--- config.mk ---
export PLATFORM = sky130hd
export DESIGN_NAME = priority_or_fifo_queue_flat
export DESIGN_NICKNAME = d
export VERILOG_FILES = /design/src/design/pofq_pkg.sv /design/src/design/pofq_if.sv /design/src/design/priority_or_fifo_queue.sv /design/src/design/pofq_ctrl.sv /design/src/design/pofq_dp.sv /design/src/flat_wrapper.sv
export SDC_FILE = /design/constraint.sdc
export NUM_CORES = 2
export LEC_CHECK = 0
export BUFFER_PORTS_ARGS = -buffer_cell sky130_fd_sc_hd__buf_4
export CELL_PAD_IN_SITES_DETAIL_PLACEMENT = 0
export CELL_PAD_IN_SITES_GLOBAL_PLACEMENT = 2
export CORE_ASPECT_RATIO = 2
export CORE_UTILIZATION = 30
export CTS_CLUSTER_SIZE = 12
export DETAILED_ROUTE_END_ITERATION = 12
export PLACE_DENSITY_LB_ADDON = 0.1
export SYNTH_ARGS = -nofsm -noshare
export SYNTH_HDL_FRONTEND = slang
export SYNTH_SLANG_ARGS = --single-unit
--- constraint.sdc ---
create_clock -name clk -period 19.91 [get_ports clk]
set_clock_uncertainty 0.1 [all_clocks]
set_input_delay 0.9955 -clock clk [delete_from_list [all_inputs] [get_ports clk]]
set_output_delay 0.9955 -clock clk [all_outputs]
set_load 0.05 [all_outputs]
--- src/design/pofq_pkg.sv ---
// Package for the priority-or-FIFO queue: constants, codes and shared types.
`timescale 1ns / 1ps
package pofq_pkg;

  localparam int DEPTH_DEF   = 16;
  localparam int DATA_W_DEF  = 32;
  localparam int DATA_PORT_W = 32;
  localparam int PRIO_W      = 16;
  localparam int STATUS_W    = 2;
  localparam int COUNT_OUT_W = 5;

  // Priority given to entries pushed in FIFO mode: the least urgent value.
  localparam logic signed [PRIO_W-1:0] PRIO_LOWEST = 16'sh7FFF;

  localparam logic ACT_PUSH  = 1'b0;
  localparam logic ACT_POP   = 1'b1;
  localparam logic MODE_FIFO = 1'b0;
  localparam logic MODE_PRIO = 1'b1;

  typedef enum logic [STATUS_W-1:0] {
    STAT_DONE  = 2'd0,
    STAT_FULL  = 2'd1,
    STAT_EMPTY = 2'd2
  } status_t;

  // Commands from the controller to the datapath.
  typedef struct packed {
    logic load;   // capture a result for the accepted transaction
    logic push;   // insert the new entry
    logic pop;    // remove the head entry
  } pofq_cmd_t;

  // Status from the datapath to the controller.
  typedef struct packed {
    logic full;
    logic empty;
  } pofq_stat_t;

endpackage

--- src/design/pofq_if.sv ---
// Channel interfaces of the priority-or-FIFO queue: request and result.
`timescale 1ns / 1ps
interface pofq_in_if;
  import pofq_pkg::*;
  logic                     valid;
  logic                     ready;
  logic                     action;
  logic [DATA_PORT_W-1:0]   data_in;
  logic signed [PRIO_W-1:0] priority_in;

  modport source (output valid, output action, output data_in, output priority_in,
                  input ready);
  modport sink   (input valid, input action, input data_in, input priority_in,
                  output ready);
endinterface

interface pofq_out_if;
  import pofq_pkg::*;
  logic                     valid;
  logic                     ready;
  logic [STATUS_W-1:0]      status;
  logic                     popped_valid;
  logic [DATA_PORT_W-1:0]   popped_data;
  logic signed [PRIO_W-1:0] popped_priority;
  logic                     head_valid;
  logic [DATA_PORT_W-1:0]   head_data;
  logic signed [PRIO_W-1:0] head_priority;
  logic [COUNT_OUT_W-1:0]   entry_count;

  modport source (output valid, output status, output popped_valid, output popped_data,
                  output popped_priority, output head_valid, output head_data,
                  output head_priority, output entry_count, input ready);
  modport sink   (input valid, input status, input popped_valid, input popped_data,
                  input popped_priority, input head_valid, input head_data,
                  input head_priority, input entry_count, output ready);
endinterface

--- src/design/priority_or_fifo_queue.sv ---
// Top level of the priority-or-FIFO queue.
`timescale 1ns / 1ps
// A bounded queue of DEPTH entries held in a shift-register array kept in service
// order; every slot compares its priority with the new one in parallel, so a push
// or a pop needs no search. A transaction is taken every clock cycle as long as the
// result side keeps up: the result is registered and appears in the cycle after the
// request is accepted, and a new request is taken in the same cycle that the waiting
// result is collected. queue_mode selects FIFO order (0) or priority order (1, lower
// value first); the user must write it through cfg_we and cfg_wdata only while the
// queue is idle, which the block does not enforce. A write leaves the stored entries
// in place. No clearing pass follows reset; the queue starts empty and ready.
module priority_or_fifo_queue #(
  parameter int DEPTH  = pofq_pkg::DEPTH_DEF,
  parameter int DATA_W = pofq_pkg::DATA_W_DEF
) (
  input  logic       clk,
  input  logic       rst_n,
  input  logic       cfg_we,
  input  logic       cfg_wdata,
  pofq_in_if.sink    in_ch,
  pofq_out_if.source out_ch
);
  import pofq_pkg::*;

  pofq_cmd_t  cmd;
  pofq_stat_t stat;

  pofq_ctrl u_ctrl (
    .clk       (clk),
    .rst_n     (rst_n),
    .in_valid  (in_ch.valid),
    .in_action (in_ch.action),
    .in_ready  (in_ch.ready),
    .out_valid (out_ch.valid),
    .out_ready (out_ch.ready),
    .stat      (stat),
    .cmd       (cmd)
  );

  pofq_dp #(
    .DEPTH  (DEPTH),
    .DATA_W (DATA_W)
  ) u_dp (
    .clk                 (clk),
    .rst_n               (rst_n),
    .cfg_we              (cfg_we),
    .cfg_wdata           (cfg_wdata),
    .cmd                 (cmd),
    .stat                (stat),
    .in_action           (in_ch.action),
    .in_data             (in_ch.data_in),
    .in_priority         (in_ch.priority_in),
    .res_status          (out_ch.status),
    .res_popped_valid    (out_ch.popped_valid),
    .res_popped_data     (out_ch.popped_data),
    .res_popped_priority (out_ch.popped_priority),
    .res_head_valid      (out_ch.head_valid),
    .res_head_data       (out_ch.head_data),
    .res_head_priority   (out_ch.head_priority),
    .res_entry_count     (out_ch.entry_count)
  );

endmodule

--- src/design/pofq_ctrl.sv ---
// Controller of the priority-or-FIFO queue: handshakes and command decode.
`timescale 1ns / 1ps
module pofq_ctrl (
  input  logic                clk,
  input  logic                rst_n,
  input  logic                in_valid,
  input  logic                in_action,
  output logic                in_ready,
  output logic                out_valid,
  input  logic                out_ready,
  input  pofq_pkg::pofq_stat_t stat,
  output pofq_pkg::pofq_cmd_t  cmd
);
  import pofq_pkg::*;

  typedef enum logic [1:0] {
    ST_IDLE = 2'b01,
    ST_HOLD = 2'b10
  } ctrl_state_t;

  ctrl_state_t state_r, state_nxt;
  logic        accept;

  // The result register may be refilled in the cycle that its contents are taken.
  assign in_ready  = (state_r == ST_IDLE) || out_ready;
  assign out_valid = (state_r == ST_HOLD);
  assign accept    = in_valid && in_ready;

  assign cmd.load = accept;
  assign cmd.push = accept && (in_action == ACT_PUSH) && !stat.full;
  assign cmd.pop  = accept && (in_action == ACT_POP) && !stat.empty;

  always_comb begin
    state_nxt = state_r;
    case (state_r)
      ST_IDLE: begin
        if (accept) state_nxt = ST_HOLD;
      end
      ST_HOLD: begin
        if (!accept && out_ready) state_nxt = ST_IDLE;
      end
      default: state_nxt = ST_IDLE;
    endcase
  end

  always_ff @(posedge clk) begin
    if (!rst_n) begin
      state_r <= ST_IDLE;
    end else begin
      state_r <= state_nxt;
    end
  end

endmodule

--- src/design/pofq_dp.sv ---
// Datapath of the priority-or-FIFO queue: sorted shift array and result register.
`timescale 1ns / 1ps
module pofq_dp #(
  parameter int DEPTH  = pofq_pkg::DEPTH_DEF,
  parameter int DATA_W = pofq_pkg::DATA_W_DEF
) (
  input  logic                                 clk,
  input  logic                                 rst_n,
  input  logic                                 cfg_we,
  input  logic                                 cfg_wdata,
  input  pofq_pkg::pofq_cmd_t                  cmd,
  output pofq_pkg::pofq_stat_t                 stat,
  input  logic                                 in_action,
  input  logic [pofq_pkg::DATA_PORT_W-1:0]     in_data,
  input  logic signed [pofq_pkg::PRIO_W-1:0]   in_priority,
  output logic [pofq_pkg::STATUS_W-1:0]        res_status,
  output logic                                 res_popped_valid,
  output logic [pofq_pkg::DATA_PORT_W-1:0]     res_popped_data,
  output logic signed [pofq_pkg::PRIO_W-1:0]   res_popped_priority,
  output logic                                 res_head_valid,
  output logic [pofq_pkg::DATA_PORT_W-1:0]     res_head_data,
  output logic signed [pofq_pkg::PRIO_W-1:0]   res_head_priority,
  output logic [pofq_pkg::COUNT_OUT_W-1:0]     res_entry_count
);
  import pofq_pkg::*;

  localparam int SLOT_W = (DATA_W < DATA_PORT_W) ? DATA_W : DATA_PORT_W;
  localparam int CNT_W  = $clog2(DEPTH + 1);
  localparam logic [DEPTH-1:0] ONE_HOT0 = DEPTH'(1);

  logic [SLOT_W-1:0]        data_r [DEPTH];
  logic signed [PRIO_W-1:0] prio_r [DEPTH];
  logic [SLOT_W-1:0]        data_nxt [DEPTH];
  logic signed [PRIO_W-1:0] prio_nxt [DEPTH];
  logic [CNT_W-1:0]         count_r, count_nxt;
  logic                     mode_r;

  logic [DEPTH-1:0]         lt;       // slot held and more urgent than the new entry
  logic [DEPTH-1:0]         ahead;    // slot lies ahead of the insertion point
  logic                     head_ins;
  logic [SLOT_W-1:0]        new_data;
  logic signed [PRIO_W-1:0] new_prio;
  status_t                  status_nxt;

  logic [STATUS_W-1:0]      status_r;
  logic                     pvalid_r, hvalid_r;
  logic [SLOT_W-1:0]        pdata_r, hdata_r;
  logic signed [PRIO_W-1:0] pprio_r, hprio_r;
  logic [CNT_W-1:0]         rcount_r;

  assign stat.full  = (count_r == CNT_W'(DEPTH));
  assign stat.empty = (count_r == '0);

  assign new_data = in_data[SLOT_W-1:0];
  assign new_prio = (mode_r == MODE_PRIO) ? in_priority : PRIO_LOWEST;
  assign head_ins = stat.empty || (prio_r[0] > in_priority);

  // Every slot decides in parallel whether it stays, takes the new entry or
  // takes its neighbour's entry; no search loop runs across the array.
  always_comb begin
    logic [DEPTH-1:0] mask;
    mask = '0;
    for (int i = 0; i < DEPTH; i++) begin
      lt[i] = (CNT_W'(i) < count_r) && (prio_r[i] < in_priority);
    end
    for (int i = 0; i < DEPTH; i++) begin
      mask = ((ONE_HOT0 << (i + 1)) - ONE_HOT0) & ~ONE_HOT0;
      if (mode_r == MODE_FIFO) begin
        ahead[i] = CNT_W'(i) < count_r;
      end else if (i == 0) begin
        ahead[i] = !head_ins;
      end else begin
        ahead[i] = !head_ins && ((~lt & mask) == '0);
      end
    end
  end

  always_comb begin
    count_nxt = count_r;
    for (int i = 0; i < DEPTH; i++) begin
      data_nxt[i] = data_r[i];
      prio_nxt[i] = prio_r[i];
      if (cmd.push) begin
        if (ahead[i]) begin
          data_nxt[i] = data_r[i];
        end else if (i == 0) begin
          data_nxt[i] = new_data;
          prio_nxt[i] = new_prio;
        end else if (ahead[i-1]) begin
          data_nxt[i] = new_data;
          prio_nxt[i] = new_prio;
        end else begin
          data_nxt[i] = data_r[i-1];
          prio_nxt[i] = prio_r[i-1];
        end
      end else if (cmd.pop && (i < DEPTH - 1)) begin
        data_nxt[i] = data_r[i+1];
        prio_nxt[i] = prio_r[i+1];
      end
    end
    if (cmd.push) begin
      count_nxt = count_r + 1'b1;
    end else if (cmd.pop) begin
      count_nxt = count_r - 1'b1;
    end
  end

  always_comb begin
    status_nxt = STAT_DONE;
    if (!cmd.push && !cmd.pop) begin
      status_nxt = (in_action == ACT_POP) ? STAT_EMPTY : STAT_FULL;
    end
  end

  always_ff @(posedge clk) begin
    for (int i = 0; i < DEPTH; i++) begin
      data_r[i] <= data_nxt[i];
      prio_r[i] <= prio_nxt[i];
    end
    if (cmd.load) begin
      status_r <= status_nxt;
      pvalid_r <= cmd.pop;
      pdata_r  <= cmd.pop ? data_r[0] : '0;
      pprio_r  <= cmd.pop ? prio_r[0] : '0;
      hvalid_r <= (count_nxt != '0);
      hdata_r  <= (count_nxt != '0) ? data_nxt[0] : '0;
      hprio_r  <= (count_nxt != '0) ? prio_nxt[0] : '0;
      rcount_r <= count_nxt;
    end
  end

  always_ff @(posedge clk) begin
    if (!rst_n) begin
      count_r <= '0;
      mode_r  <= MODE_FIFO;
    end else begin
      count_r <= count_nxt;
      if (cfg_we) mode_r <= cfg_wdata;
    end
  end

  assign res_status          = status_r;
  assign res_popped_valid    = pvalid_r;
  assign res_popped_data     = DATA_PORT_W'(pdata_r);
  assign res_popped_priority = pprio_r;
  assign res_head_valid      = hvalid_r;
  assign res_head_data       = DATA_PORT_W'(hdata_r);
  assign res_head_priority   = hprio_r;
  assign res_entry_count     = COUNT_OUT_W'(rcount_r);

endmodule
--- src/flat_wrapper.sv ---
// flat-port wrapper written by rule: the top's interface ports become plain ports
module priority_or_fifo_queue_flat import pofq_pkg::*;
#(
  parameter int DEPTH  = pofq_pkg::DEPTH_DEF,
  parameter int DATA_W = pofq_pkg::DATA_W_DEF
)
  (clk, rst_n, cfg_we, cfg_wdata, in_ch_valid, in_ch_action, in_ch_data_in, in_ch_priority_in, in_ch_ready, out_ch_valid, out_ch_status, out_ch_popped_valid, out_ch_popped_data, out_ch_popped_priority, out_ch_head_valid, out_ch_head_data, out_ch_head_priority, out_ch_entry_count, out_ch_ready);
  pofq_in_if in_ch_i ();
  pofq_out_if out_ch_i ();
  input  logic clk;
  input  logic rst_n;
  input  logic cfg_we;
  input  logic cfg_wdata;
  input wire logic [$bits(in_ch_i.valid)-1:0] in_ch_valid;
  input wire logic [$bits(in_ch_i.action)-1:0] in_ch_action;
  input wire logic [$bits(in_ch_i.data_in)-1:0] in_ch_data_in;
  input wire logic [$bits(in_ch_i.priority_in)-1:0] in_ch_priority_in;
  output wire logic [$bits(in_ch_i.ready)-1:0] in_ch_ready;
  output wire logic [$bits(out_ch_i.valid)-1:0] out_ch_valid;
  output wire logic [$bits(out_ch_i.status)-1:0] out_ch_status;
  output wire logic [$bits(out_ch_i.popped_valid)-1:0] out_ch_popped_valid;
  output wire logic [$bits(out_ch_i.popped_data)-1:0] out_ch_popped_data;
  output wire logic [$bits(out_ch_i.popped_priority)-1:0] out_ch_popped_priority;
  output wire logic [$bits(out_ch_i.head_valid)-1:0] out_ch_head_valid;
  output wire logic [$bits(out_ch_i.head_data)-1:0] out_ch_head_data;
  output wire logic [$bits(out_ch_i.head_priority)-1:0] out_ch_head_priority;
  output wire logic [$bits(out_ch_i.entry_count)-1:0] out_ch_entry_count;
  input wire logic [$bits(out_ch_i.ready)-1:0] out_ch_ready;
  assign in_ch_i.valid = in_ch_valid;
  assign in_ch_i.action = in_ch_action;
  assign in_ch_i.data_in = in_ch_data_in;
  assign in_ch_i.priority_in = in_ch_priority_in;
  assign in_ch_ready = in_ch_i.ready;
  assign out_ch_valid = out_ch_i.valid;
  assign out_ch_status = out_ch_i.status;
  assign out_ch_popped_valid = out_ch_i.popped_valid;
  assign out_ch_popped_data = out_ch_i.popped_data;
  assign out_ch_popped_priority = out_ch_i.popped_priority;
  assign out_ch_head_valid = out_ch_i.head_valid;
  assign out_ch_head_data = out_ch_i.head_data;
  assign out_ch_head_priority = out_ch_i.head_priority;
  assign out_ch_entry_count = out_ch_i.entry_count;
  assign out_ch_i.ready = out_ch_ready;
  priority_or_fifo_queue #(.DEPTH(DEPTH), .DATA_W(DATA_W)) u_core (.clk(clk), .rst_n(rst_n), .cfg_we(cfg_we), .cfg_wdata(cfg_wdata), .in_ch(in_ch_i), .out_ch(out_ch_i));
endmodule
==> results by group <==
Outcome
  • Status: finished clean

Setup path
  • Req. time, crit path: 20.12 ns
  • Critical Path Fanout Max: 43
  • CP max stage cell: or4_1
  • CP peak stage delay: 0.93 ns
  • Crit path buffers/inverters: 4
  • CP arrival: 6.59 ns
  • Reg2Reg Setup Slack: 13.90 ns
  • Kind of critical path: in2reg
  • Crit path top cell by count: buf_4
  • Worst Setup Start Kind: input port
  • CP Capture Type: flop
  • FF-to-FF End: u_core.u_dp.data_r[1][243]
  • Critical-path cell list: buf_4, inv_1, buf_4, ha_1, o21ai_0, a31oi_1, o311ai_0, nand4b_1, a2111o_1, or4b_1, or4_1, o31ai_1, a21oi_4, buf_4
  • CP delay by family, top: simple AND/OR/NAND/NOR gates
  • Worst r2r src: u_core.u_dp.prio_r[1][1]
  • Worst Reg-to-Reg Cells: 11

CTS
  • H-tree Lvls: 3
  • Postcts setup bufs: 0
  • Post-CTS sizing: 0
  • CTS hold repair buffers: 0
  • CTS max path bufs: 3
  • Sink Count: 881
  • Clk Latency, worst-skew pair: 0.73 ns
  • CTS tree: yes
  • Cts bufs inserted: 94
  • Clock transition at path regs: 0.07 ns
  • CTS root buf: clkbuf_16

Die
  • Die span in x: 285 microns
  • Die height: 567 microns
  • Row Count: 207
  • CORE AREA: 0.159 sq mm
  • Num ports: 162
  • Initial Util: 0.302
  • Die area: 0.161 sq mm

STA
  • Crit share post-route: 0.321
  • Fin crit period: 6.38 ns
  • Final setup viols: 0
  • Slew of the pin with the lowest slew margin: 1.35 ns
  • Worst slew margin: 0.0961
  • Fin. Hold Viols: 0
  • Unrepaired setup endpoints after global routing: no
  • Fin. max-slew vios: 0
  • Setup TNS: 0 ns
  • Fmax: 157 MHz

GRT
  • First-pass GRT wire length: 288000 microns
  • Number of global-route vias before repair: 40100
  • GRT Util Overall: 0.247
  • Initial antenna violation count: 10
  • Total global routing overflow: 0
  • Largest net degree at the start of global routing: 154

Pwr
  • Leak pwr: 19.5 nW
  • Post-layout power: 0.00562 W
  • Pwr/cell area: 103 mW/mm^2
  • Peak supply drop: 0.0680 mV

Flow run
  • Max-Cap Viols: 0

Synth
  • Most used DFF post-synth: edfxtp_1
  • Ys Warns: 0
  • Syn Area/Cell: 10.5 sq um
  • Seq/Total Area, Yosys: 0.541
  • EDFF count, synth: 825
  • Cell Area, Synth: 0.0479 sq mm
  • Yosys reg bits: 881
  • Async set-reset flop share out of synthesis: 0
  • Unique masters post-synth: 78
  • Mapped Nets: 4870
  • Post-Syn Instances: 4571

Placed design
  • Post-DP HPWL: 144000 microns
  • Gpl congestion: 0.848
  • Placed Cells: 6575
  • IO buf count: 161

Routing
  • Routed vias/inst: 5.49
  • DRT iter0 DRCs: 2574
  • Total wire length: 203000 microns
  • DRC: 0
  • DR WL/cell: 30.1 microns
  • Vias post-DR: 37100
  • Pre-Repair DR Iteration Count: 10
  • Final ANT Viol Nets: 0

Finish
  • Final Instance Count excl. Fillers: 6752
  • Area of the multi-input gates: 0.0206 sq mm
  • Final-layout fill cell count: 16300
  • Post-route core utilization: 0.343
  • Syn-to-layout area delta: 13.7%
  • Most common cell after layout, fill and taps aside: edfxtp_1
  • Most frequent cells in the layout: edfxtp_1, nor2_1, nand2_1
  • Nets: 4880
  • Layout cells sized above 1: 0.108
  • Register area: 0.0259 sq mm

Min path
  • Hold Path Class: reg2reg
  • WHS Path Cells: 2
  • Min-Delay Startpoint: u_core.u_dp.data_r[0][46]
  • Hold endpoint: u_core.u_dp.data_r[0][14]
==> synthesized netlist by cell type (all sizes together), types with 23 or more instances <==
cell | number | share of area
a211oi | 76 | 0.012
a21oi | 458 | 0.048
o22ai | 71 | 0.0093
nor4 | 38 | 0.0053
ha | 244 | 0.064
a21o | 23 | 0.0036
a221o | 39 | 0.0081
mux2 | 35 | 0.0082
dfxtp | 56 | 0.023
nand4 | 33 | 0.0043
inv | 97 | 0.0076
a31oi | 47 | 0.0061
o21ai | 257 | 0.027
o31ai | 32 | 0.0053
nand3 | 29 | 0.0030
nor2 | 618 | 0.049
a221oi | 50 | 0.010
nand2 | 507 | 0.040
nor3 | 109 | 0.011
buf | 64 | 0.0067
edfxtp | 825 | 0.52
mux2i | 310 | 0.065
a222oi | 32 | 0.0067
and2 | 56 | 0.0073
clkbuf | 284 | 0.022
==> metal layers <==
metal / wire (microns) / track usage / vias to the layer above
li1: - / - / 17000
met1: 65800 / 0.226 / 18800
met2: 116000 / 0.498 / 854
met3: 6520 / 0.0304 / 383
met4: 14800 / 0.163 / 4
met5: 23 / 0 / -
==> through the flow <==
stage                     cell area, sq um  setup slack, ns  hold slack [ns]
after CTS                            54400            13.61            0.416
after detailed placement             51500            12.88            0.400
after global routing                 54400            13.39            0.455
final                                54500            13.53            0.417
after global placement               51500            12.95            0.400
after floorplan                      47900            11.05            0.359
==> kinds of logic (layout without fill, tap and decap cells) <==
logic type                 after synthesis  after routing  share of synthesized area
xor gates and xnor gates                 2              2                   0.000366
other                                    0              9                          0
adders and majority gates              244            244                     0.0637
buffers and inverters                  446            528                     0.0366
muxes                                  345            345                     0.0730
AOI/OAI and AO/OA                     1181           1181                      0.154
DFF                                    881            881                      0.541
and+or+nand+nor                       1472           1472                      0.132
==> report_power, final <==
group          internal [W]  switching, W  total, W
Clock              0.000954      0.000827   0.00178
Combinational      0.000394      0.000838   0.00123
Sequential          0.00237      0.000236   0.00261
Total               0.00372       0.00190   0.00562
==> registers in the layout, indices dropped and copies added (netlist names), 5 cells and up <==
register and count:
u_core.u_dp.data_r 512, u_core.u_dp.prio_r 256, u_core.u_dp.res_head_data 32, u_core.u_dp.res_popped_data 32
u_core.u_dp.res_head_priority 16, u_core.u_dp.res_popped_priority 16, u_core.u_dp.count_r 5, u_core.u_dp.res_entry_count 5
==> cell type report <==
class	instances	share of cell area
Sequential cell	881	0.476
Multi-Input combinational cell	3244	0.379
Tap cell	2090	0.0480
Clock buffer	129	0.0477
Timing Repair Buffer	262	0.0366
Inverter	98	0.00676
Clock inverter	39	0.00625
Antenna cell	9	0.000414
==> worst max path at each step <==
| stage | startpoint | end | slack [ns] | depth (start not counted) |
|---|---|---|---|---|
| after global routing | in_ch_priority_in[1] | u_core.u_dp.data_r[1][243] | 13.39 | 14 |
| after detailed placement | in_ch_priority_in[1] | u_core.u_dp.data_r[1][239] | 12.88 | 14 |
| after global placement | in_ch_priority_in[1] | u_core.u_dp.data_r[1][239] | 12.95 | 14 |
| final | in_ch_priority_in[1] | u_core.u_dp.data_r[1][243] | 13.53 | 14 |
| after floorplan | out_ch_ready | u_core.u_dp.data_r[1][192] | 11.05 | 8 |
| after CTS | in_ch_priority_in[1] | u_core.u_dp.data_r[1][243] | 13.61 | 14 |
==> worst register-to-register path: stages (launching register included) <==
cell      delay [ns]
edfxtp_1        0.55
ha_1            0.33
o21ai_0         0.17
a31oi_1         0.05
o311ai_0        0.58
nand4b_1        0.42
a2111o_1        0.53
or4b_1          0.82
or4_1           0.93
o31ai_1         0.49
a21oi_4         0.15
buf_4           0.37
Power figures use the tool's default switching activity.
